File: config.mk
export PLATFORM = sky130hd
export DESIGN_NAME = uvs_recip
export DESIGN_NICKNAME = d
export VERILOG_FILES = /design/src/rtl/uvs_pkg.sv /design/src/rtl/uvs_recip.sv
export SDC_FILE = /design/constraint.sdc
export NUM_CORES = 1
export LEC_CHECK = 0
export BUFFER_PORTS_ARGS = -buffer_cell sky130_fd_sc_hd__clkbuf_2
export CORE_MARGIN = 1.5
export CORE_UTILIZATION = 45
export DETAILED_ROUTE_END_ITERATION = 8
export PLACE_DENSITY = 0.69
export SKIP_LAST_GASP = 1
export SLEW_MARGIN = 20
export SYNTH_ARGS = -nofsm -noshare
export SYNTH_HDL_FRONTEND = slang
export SYNTH_SLANG_ARGS = --single-unit
export TNS_END_PERCENT = 50
File: constraint.sdc
create_clock -name clk -period 3.8 [get_ports clk]
set_clock_uncertainty 0.15 [all_clocks]
set_input_delay 0.57 -clock clk [delete_from_list [all_inputs] [get_ports clk]]
set_output_delay 0.57 -clock clk [all_outputs]
set_load 0.05 [all_outputs]
File: src/rtl/uvs_pkg.sv
package uvs_pkg;

	// fixed field widths
	localparam int IDX_W      = 8;
	localparam int CFG_W      = 9;
	localparam int CFG_ADDR_W = 1;
	localparam int COORD_W    = 16;
	localparam int TEX_W      = 16;
	localparam int PHASE_W    = 16;

	// grid index fed to the phase units: up to twice a sector index plus two
	localparam int N_W = 10;
	// unwrapped phase, before the turn is taken modulo
	localparam int G_W = 25;
	// quotient of one turn by twice a count
	localparam int QUO_W = 16;

	localparam int MAX_SECTORS_DEF = 256;
	localparam int MAX_STACKS_DEF  = 256;

	localparam logic [CFG_ADDR_W-1:0] REG_SECTOR_COUNT = 1'd0;
	localparam logic [CFG_ADDR_W-1:0] REG_STACK_COUNT  = 1'd1;

	localparam logic [CFG_W-1:0] SECTOR_COUNT_RST = 9'd32;
	localparam logic [CFG_W-1:0] STACK_COUNT_RST  = 9'd16;

	localparam logic [16:0] ONE_TURN = 17'h10000;
	localparam logic [14:0] QUARTER  = 15'd16384;
	localparam logic [15:0] ONE_Q14  = 16'd16384;
	localparam logic [15:0] ONE_Q15  = 16'd32768;

	// quarter-wave sine polynomial
	localparam logic [12:0] SIN_C1 = 13'd4640;
	localparam logic [15:0] SIN_C2 = 16'd42048;
	localparam logic [16:0] SIN_C3 = 17'd102944;

	localparam logic [2:0] LAST_VTX = 3'd5;

	// stack and sector offsets of vertices p1,p2,p3,p3,p2,p4, bit n for vertex n
	localparam logic [5:0] DK_MASK = 6'b110010;
	localparam logic [5:0] DM_MASK = 6'b101100;

	localparam int PHASE_LAT = 3;
	localparam int SINE_LAT  = 5;

	typedef struct packed {
		logic [IDX_W-1:0] stack;
		logic [IDX_W-1:0] sector;
	} cell_t;

endpackage

File: src/rtl/uvs_recip.sv
module uvs_recip #(
	parameter int CNT_W = 9,
	parameter int DIV_W = 10,
	parameter int RCP_W = 30
) (
	input  logic                        clk,
	input  logic                        arst_n,
	input  logic                        restart,
	input  logic [CNT_W-1:0]            sec_cnt,
	input  logic [CNT_W-1:0]            stk_cnt,
	output logic                        busy,
	output logic [uvs_pkg::QUO_W-1:0]   sec_quo,
	output logic [DIV_W-1:0]            sec_rem,
	output logic [RCP_W-1:0]            sec_rcp,
	output logic [uvs_pkg::QUO_W-1:0]   stk_quo,
	output logic [DIV_W-1:0]            stk_rem,
	output logic [RCP_W-1:0]            stk_rcp
);
	import uvs_pkg::*;

	localparam int DVD_W = RCP_W + 1;
	localparam int BIT_W = $clog2(DVD_W);

	typedef enum logic [1:0] {ST_LOAD, ST_STEP, ST_IDLE} state_t;
	typedef enum logic [1:0] {JOB_SEC_QR, JOB_SEC_RCP, JOB_STK_QR, JOB_STK_RCP} job_t;

	state_t             state_q;
	job_t               job_q;
	logic [BIT_W-1:0]   bit_q;
	logic [DVD_W-1:0]   dvd_q;
	logic [DVD_W-1:0]   quo_q;
	logic [DIV_W-1:0]   rem_q;
	logic [QUO_W-1:0]   sec_quo_q, stk_quo_q;
	logic [DIV_W-1:0]   sec_rem_q, stk_rem_q;
	logic [RCP_W-1:0]   sec_rcp_q, stk_rcp_q;

	logic               is_sec, is_qr, fits;
	logic [DIV_W-1:0]   dsr, rem_nxt;
	logic [DIV_W:0]     shifted;
	logic [DVD_W-1:0]   quo_nxt, dvd_init;

	always_comb begin
		is_sec   = (job_q == JOB_SEC_QR) || (job_q == JOB_SEC_RCP);
		is_qr    = (job_q == JOB_SEC_QR) || (job_q == JOB_STK_QR);
		dsr      = is_sec ? {sec_cnt, 1'b0} : {stk_cnt, 1'b0};
		// reciprocal is rounded up: (2^K + d - 1) / d
		dvd_init = is_qr ? DVD_W'(ONE_TURN)
		                 : ({1'b1, {RCP_W{1'b0}}} + DVD_W'(dsr) - DVD_W'(1));
		shifted  = {rem_q, dvd_q[DVD_W-1]};
		fits     = shifted >= {1'b0, dsr};
		rem_nxt  = fits ? DIV_W'(shifted - {1'b0, dsr}) : shifted[DIV_W-1:0];
		quo_nxt  = {quo_q[DVD_W-2:0], fits};
	end

	always_ff @(posedge clk or negedge arst_n) begin
		if (!arst_n) begin
			state_q   <= ST_LOAD;
			job_q     <= JOB_SEC_QR;
			bit_q     <= '0;
			dvd_q     <= '0;
			quo_q     <= '0;
			rem_q     <= '0;
			sec_quo_q <= '0;
			sec_rem_q <= '0;
			sec_rcp_q <= '0;
			stk_quo_q <= '0;
			stk_rem_q <= '0;
			stk_rcp_q <= '0;
		end else if (restart) begin
			state_q <= ST_LOAD;
			job_q   <= JOB_SEC_QR;
		end else begin
			case (state_q)
				ST_LOAD: begin
					dvd_q   <= dvd_init;
					rem_q   <= '0;
					quo_q   <= '0;
					bit_q   <= '0;
					state_q <= ST_STEP;
				end
				ST_STEP: begin
					dvd_q <= dvd_q << 1;
					rem_q <= rem_nxt;
					quo_q <= quo_nxt;
					bit_q <= bit_q + 1'b1;
					if (bit_q == BIT_W'(DVD_W - 1)) begin
						case (job_q)
							JOB_SEC_QR: begin
								sec_quo_q <= quo_nxt[QUO_W-1:0];
								sec_rem_q <= rem_nxt;
							end
							JOB_SEC_RCP: sec_rcp_q <= quo_nxt[RCP_W-1:0];
							JOB_STK_QR: begin
								stk_quo_q <= quo_nxt[QUO_W-1:0];
								stk_rem_q <= rem_nxt;
							end
							default: stk_rcp_q <= quo_nxt[RCP_W-1:0];
						endcase
						if (job_q == JOB_STK_RCP) begin
							state_q <= ST_IDLE;
						end else begin
							job_q   <= job_t'(job_q + 1'b1);
							state_q <= ST_LOAD;
						end
					end
				end
				default: ;
			endcase
		end
	end

	assign busy    = (state_q != ST_IDLE);
	assign sec_quo = sec_quo_q;
	assign sec_rem = sec_rem_q;
	assign sec_rcp = sec_rcp_q;
	assign stk_quo = stk_quo_q;
	assign stk_rem = stk_rem_q;
	assign stk_rcp = stk_rcp_q;

endmodule

## Word level (Yosys, flattened, before mapping)

Index checks and enable logic that the tools add are counted.

- Add/sub/neg operators: 5
- Magnitude comparators: 1
- Equality and inequality tests: 8
- Mux-type cells: 15
- Bitwise operators: 2
- Reduce and logical (&&, ||, !) cells: 16

Operator list:

| cell | count |
|---|---|
| $pmux W31 S2 | 1 |
| $pmux W29 S2 | 1 |
| $add A31 B10 Y31 const A | 1 |
| $mux W31 | 1 |
| $sub A31 B1 Y31 const B | 1 |
| $mux W10 | 2 |
| $pmux W10 S2 | 1 |
| $reduce_and A4 Y1 | 4 |
| $mux W2 | 7 |
| $ge A11 B10 Y1 | 1 |
| $pmux W5 S2 | 1 |
| $sub A10 B10 Y10 | 1 |
| $reduce_bool A2 Y1 | 3 |
| $add A5 B1 Y5 const B | 1 |
| $eq A5 B5 Y1 const B | 1 |
| $eq A2 B1 Y1 const B | 2 |
| $eq A2 B2 Y1 const B | 2 |
| $logic_not A2 Y1 | 2 |
| $ne A2 B2 Y1 const B | 2 |
| $pmux W2 S2 | 1 |
| $reduce_and A2 Y1 | 2 |
| $ne A3 B3 Y1 const B | 1 |
| $reduce_and A3 Y1 | 1 |
| $reduce_bool A3 Y1 | 1 |
| other kinds (4) | 6 |

- Flip-flop bits (word level): 191
- Input bits: 21
- Output and inout port bits: 113

## Depth between registers and ports, before layout

- Word-level depth: 7
- Mapped depth: 15

## Worst setup path after synthesis

OpenSTA, ideal clock, no wires.

- Path type: register -> register
- From: register job_q[0]
- To: register sec_rem_q[9], in the netlist sec_rem[9]
- Setup time: 0.083 ns
- Arrival: 3.369 ns
- Slack: 0.198 ns
- Stages on the path, launching flop included: 15
- Buffers on the path: 1
- Cells stage by stage: dfrtp_1 -> inv_1 -> ha_1 -> nor2_1 -> buf_4 -> mux2_2 -> ha_1 -> fa_1 -> nand2b_1 -> o2bb2ai_1 -> maj3_1 -> o21ai_1 -> nor3_1 -> a221o_1 -> o21ai_0

- Longest elaborated chain between the ends: 5
- Elaborated cells between the ends (all ways): 8
- Classes of those cells: 1 x add/sub; 1 x order compare; 1 x eq/ne; 2 x mux; 3 x reduce/logical

Ends and longest elaborated chain:

| what | RTL line | RTL |
|---|---|---|
| start: declaration | uvs_recip.sv:28 | `job_t job_q;` |
| start signal: assignment | uvs_recip.sv:102 | `job_q <= job_t'(job_q + 1'b1);` |
| $eq A2 B1 Y1 or $logic_not A2 Y1 (tied branches) | uvs_recip.sv:43, uvs_recip.sv:87 |  |
| $logic_or A1 B1 Y1 | uvs_recip.sv:43 | `is_sec = (job_q == JOB_SEC_QR) \|\| (job_q == JOB_SEC_RCP);` |
| $mux W10 | uvs_recip.sv:45 | `dsr = is_sec ? {sec_cnt, 1'b0} : {stk_cnt, 1'b0};` |
| $sub A10 B10 Y10 or $ge A11 B10 Y1 (tied branches) | uvs_recip.sv:51, uvs_recip.sv:50 |  |
| $mux W10 | uvs_recip.sv:51 | `rem_nxt = fits ? DIV_W'(shifted - {1'b0, dsr}) : shifted[DIV_W-1:0];` |
| end signal: assignment | uvs_recip.sv:90 | `sec_rem_q <= rem_nxt;` |
| end: declaration | uvs_recip.sv:34 | `logic [DIV_W-1:0] sec_rem_q, stk_rem_q;` |

Several ways; a longest one is shown, not always the timed one.
A chain may end at the register's enable or synchronous reset.

## Worst setup path after layout

- From: register job_q[1]
- To: register rem_q[4]

- Longest elaborated chain between the ends: 6
- Elaborated cells between the ends (all ways): 8
- Classes of those cells: 1 x add/sub; 1 x order compare; 1 x eq/ne; 3 x mux; 2 x reduce/logical

Ends and longest elaborated chain:

| what | RTL line | RTL |
|---|---|---|
| $eq A2 B1 Y1 or $logic_not A2 Y1 (tied branches) | uvs_recip.sv:43 |  |
| $logic_or A1 B1 Y1 (*) | uvs_recip.sv:43 |  |
| $mux W10 (*) | uvs_recip.sv:45 |  |
| $sub A10 B10 Y10 or $ge A11 B10 Y1 (tied branches) | uvs_recip.sv:51, uvs_recip.sv:50 |  |
| $mux W10 (*) | uvs_recip.sv:51 |  |
| $pmux W10 S2 (*) | uvs_recip.sv:73 | `case (state_q)` |
| end signal: assignment | uvs_recip.sv:83 | `rem_q <= rem_nxt;` |
| end: declaration | uvs_recip.sv:32 | `logic [DIV_W-1:0] rem_q;` |

Mark *: on every way between the ends. The rest lies on a longest branch, timed or not.

==> impl_metrics.tcl <==
set metrics [dict create \
    path_clk_slew_ps 70 \
    dieArea_mm2 0.0185 \
    dp.cells 961 \
    htreeDepth 4 \
    grt_overflow 0 \
    clock-root-buffer "clkbuf_16" \
    std_cell_rows 48 \
    core_mm2 0.0173 \
    grt_pass1_wl_mm 30.1 \
    synth_seq_cells 191 \
    cts_made_buffers 17 \
    ant_nets 0 \
    finalHoldViolCount 6 \
    status "finished, violations left" \
    worst_pin_slew_ps 668 \
    synthCells 620 \
    startpoint "job_q[1]" \
    synth_common_cells "191 x dfrtp_1, 94 x mux2_2, 52 x nand2_1" \
    violations "negative hold slack" \
    grt_use_total_pct 21.0 \
    die_w_um 136 \
    cp.arrival_ps 3760 \
    cp.required_ps 3920 \
    yosysSeqAreaShare_pct 59.9 \
    routed_wl_mm 18.6 \
    ctsLongestPathBuffers 2 \
    via_count 5510 \
    peakVddDrop_mv 0.357 \
    synth-edff-count 0 \
    reg2reg_from "job_q[1]" \
    holdWs_ps -7.74 \
    via_per_inst 5.55 \
    power_density_mw_per_mm2 441 \
    place.gp.congestion 0.855 \
    drc_errors 0 \
    setup_ws_ps 160 \
    ys.flop_type "dfrtp_1" \
    pin_count 134 \
    grt_pass1_vias 5701 \
    clkLatencyLatePin_ps 430 \
    yosysTopAreaCellShare_pct 59.9 \
    postCtsHoldBufs 0 \
    critical_path_class "register to register" \
    fin_cells 992 \
    synthToLayoutAreaGrowth_pct 19.3 \
    io_buffers 133 \
    post_drt_wl_per_cell_um 18.8 \
    maxCapViolCount 0 \
    clock-sinks 191 \
    drt-initial-drc-count 321 \
    grt_start_max_net_pins 69 \
    start_util_pct 46.1 \
    dp_slack_ps 152 \
    hpwl_mm 12.7 \
    drive_gt1_share_pct 37.8 \
    first_pass_iters 5 \
    synthTopCellsByArea "dfrtp_1 60%, mux2_2 13%, a22o_1 3.3%, o21ai_0 2.6%, ha_1 2.5%" \
    ys_warn_count 0 \
    cp-start-kind "register" \
    fin_nets 793 \
    slew_viol_final 0 \
    syn_avg_cell_area_um2 12.9 \
    synth_area_leader_cell "dfrtp_1" \
    n_antenna_cell 0 \
    slew_headroom_pct 55.4 \
    crit_fanout 7 \
    syn_nets 658 \
    async_reset_ff_share_pct 100 \
    yosysUniqueCellTypes 51 \
    crit_path_end_kind "register" \
    setup_violations 0 \
    fmax_ghz 0.275 \
    chipHeight_um 136 \
    hp-class "input port to asynchronous set/reset pin" \
    cts_tree "yes" \
    synth_area_mm2 0.00798 \
    antenna_found_initial 0 \
    rsz0062_at_grt "true" \
    yosysMostFrequentCell "dfrtp_1" \
    finalCriticalPeriod_ps 3640 \
    timing.final.crit_share_pct 95.8 \
    cellLeakagePower_nw 4.94 \
]
routing by layer:
layer	vias to the layer above	routed length [µm]	global-route usage, %
met4	0	367	8.39
met2	175	9010	33.7
met1	2815	8220	27.4
li1	2494	-	-
met3	26	1030	5.07
met5	-	0	0
area by class of cell:
class	instances	area [µm²]
fill	1478	7780
sequential	191	4780
multi-input combinational	384	3040
timing repair buffer	147	793
clock buffer	18	439
tap	225	282
clock inverter	13	136
inverter	14	52.6
sequential cells by signal, indices dropped and copies added, names as in the netlist:
signal   count
state_q      2
stk_rcp     30
bit_q        5
stk_rem     10
quo_q       29
job_q        2
dvd_q       31
rem_q       10
sec_rem     10
sec_quo     16
stk_quo     16
sec_rcp     30
path summary, 6_finish.rpt:
| kind | to | slack (ps) | depth (start not counted) |
|---|---|---|---|
| max in group asynchronous | quo_q[8] | 2590 | 2 |
| setup / recovery | rem_q[4] | 160 | 13 |
| setup reg to reg | rem_q[4] | 160 | 13 |
| min in group clk | job_q[0] | 240 | 2 |
| hold reg to reg | sec_rem[4] | 340 | 2 |
| hold / removal | sec_rem[8] | -8 | 1 |
metrics by stage:
| step | TNS (ps) | utilization (%) | hold slack (ps) | power [mW] | area, µm² |
|---|---|---|---|---|---|
| CTS | 0 | 55.0 | 7.18 | 4.23 | 9510 |
| finish | 0 | 55.0 | -7.74 | 4.19 | 9520 |
| global placement | 0 | 51.6 | 312 | 2.46 | 8930 |
| floorplan | 0 | - | 124 | 2.35 | 7980 |
| global route | -392 | 55.0 | 29.3 | 4.37 | 9520 |
| detailed placement | 0 | 51.6 | 325 | 2.48 | 8930 |
cell families (layout without fill, tap and decap cells):
family          count (synthesis)  in the layout  synth area share, %
compound gates                134            134                 11.9
flops                         191            191                 59.9
xor+xnor                       12             12                 1.32
fa+ha+maj                      19             19                 3.01
simple gates                  112            112                 6.73
buf+inv                        45            192                 2.21
mux                           107            107                 15.0
report_power, final:
part	switching, mW	internal [mW]	total (mW)	leakage [nW]
combinational	0.216	0.123	0.339	2.00
clock	0.765	0.986	1.75	0.286
sequential	0.0375	2.07	2.11	2.65
cells in the final DEF (no fill, tap or decap), drive strengths merged, types with 8 or more instances in the layout:
cell type / count
buf: 15
nand2: 55
a22o: 30
inv: 17
nor2: 19
nor3: 8
o21ai: 47
dfrtp: 191
a221o: 18
ha: 16
mux2: 95
nand3: 10
mux2i: 12
a21oi: 15
clkbuf: 150
worst max-delay path: stages (launching register included):
cell	delay, ps
dfrtp_1	400
inv_1	80
ha_1	260
nor2_2	180
mux2_2	390
ha_1	220
fa_1	400
nand2b_1	160
o2bb2ai_1	190
o21ai_0	260
o211ai_2	160
nand2_2	210
mux2i_1	310
o22ai_1	110
what timing repair did:
action	4_1_cts	5_1_grt
buffers inserted	0	0
endpoints found under the setup margin	0	24
resized for setup	0	5
Note: power is estimated with default switching activity, not from simulation.
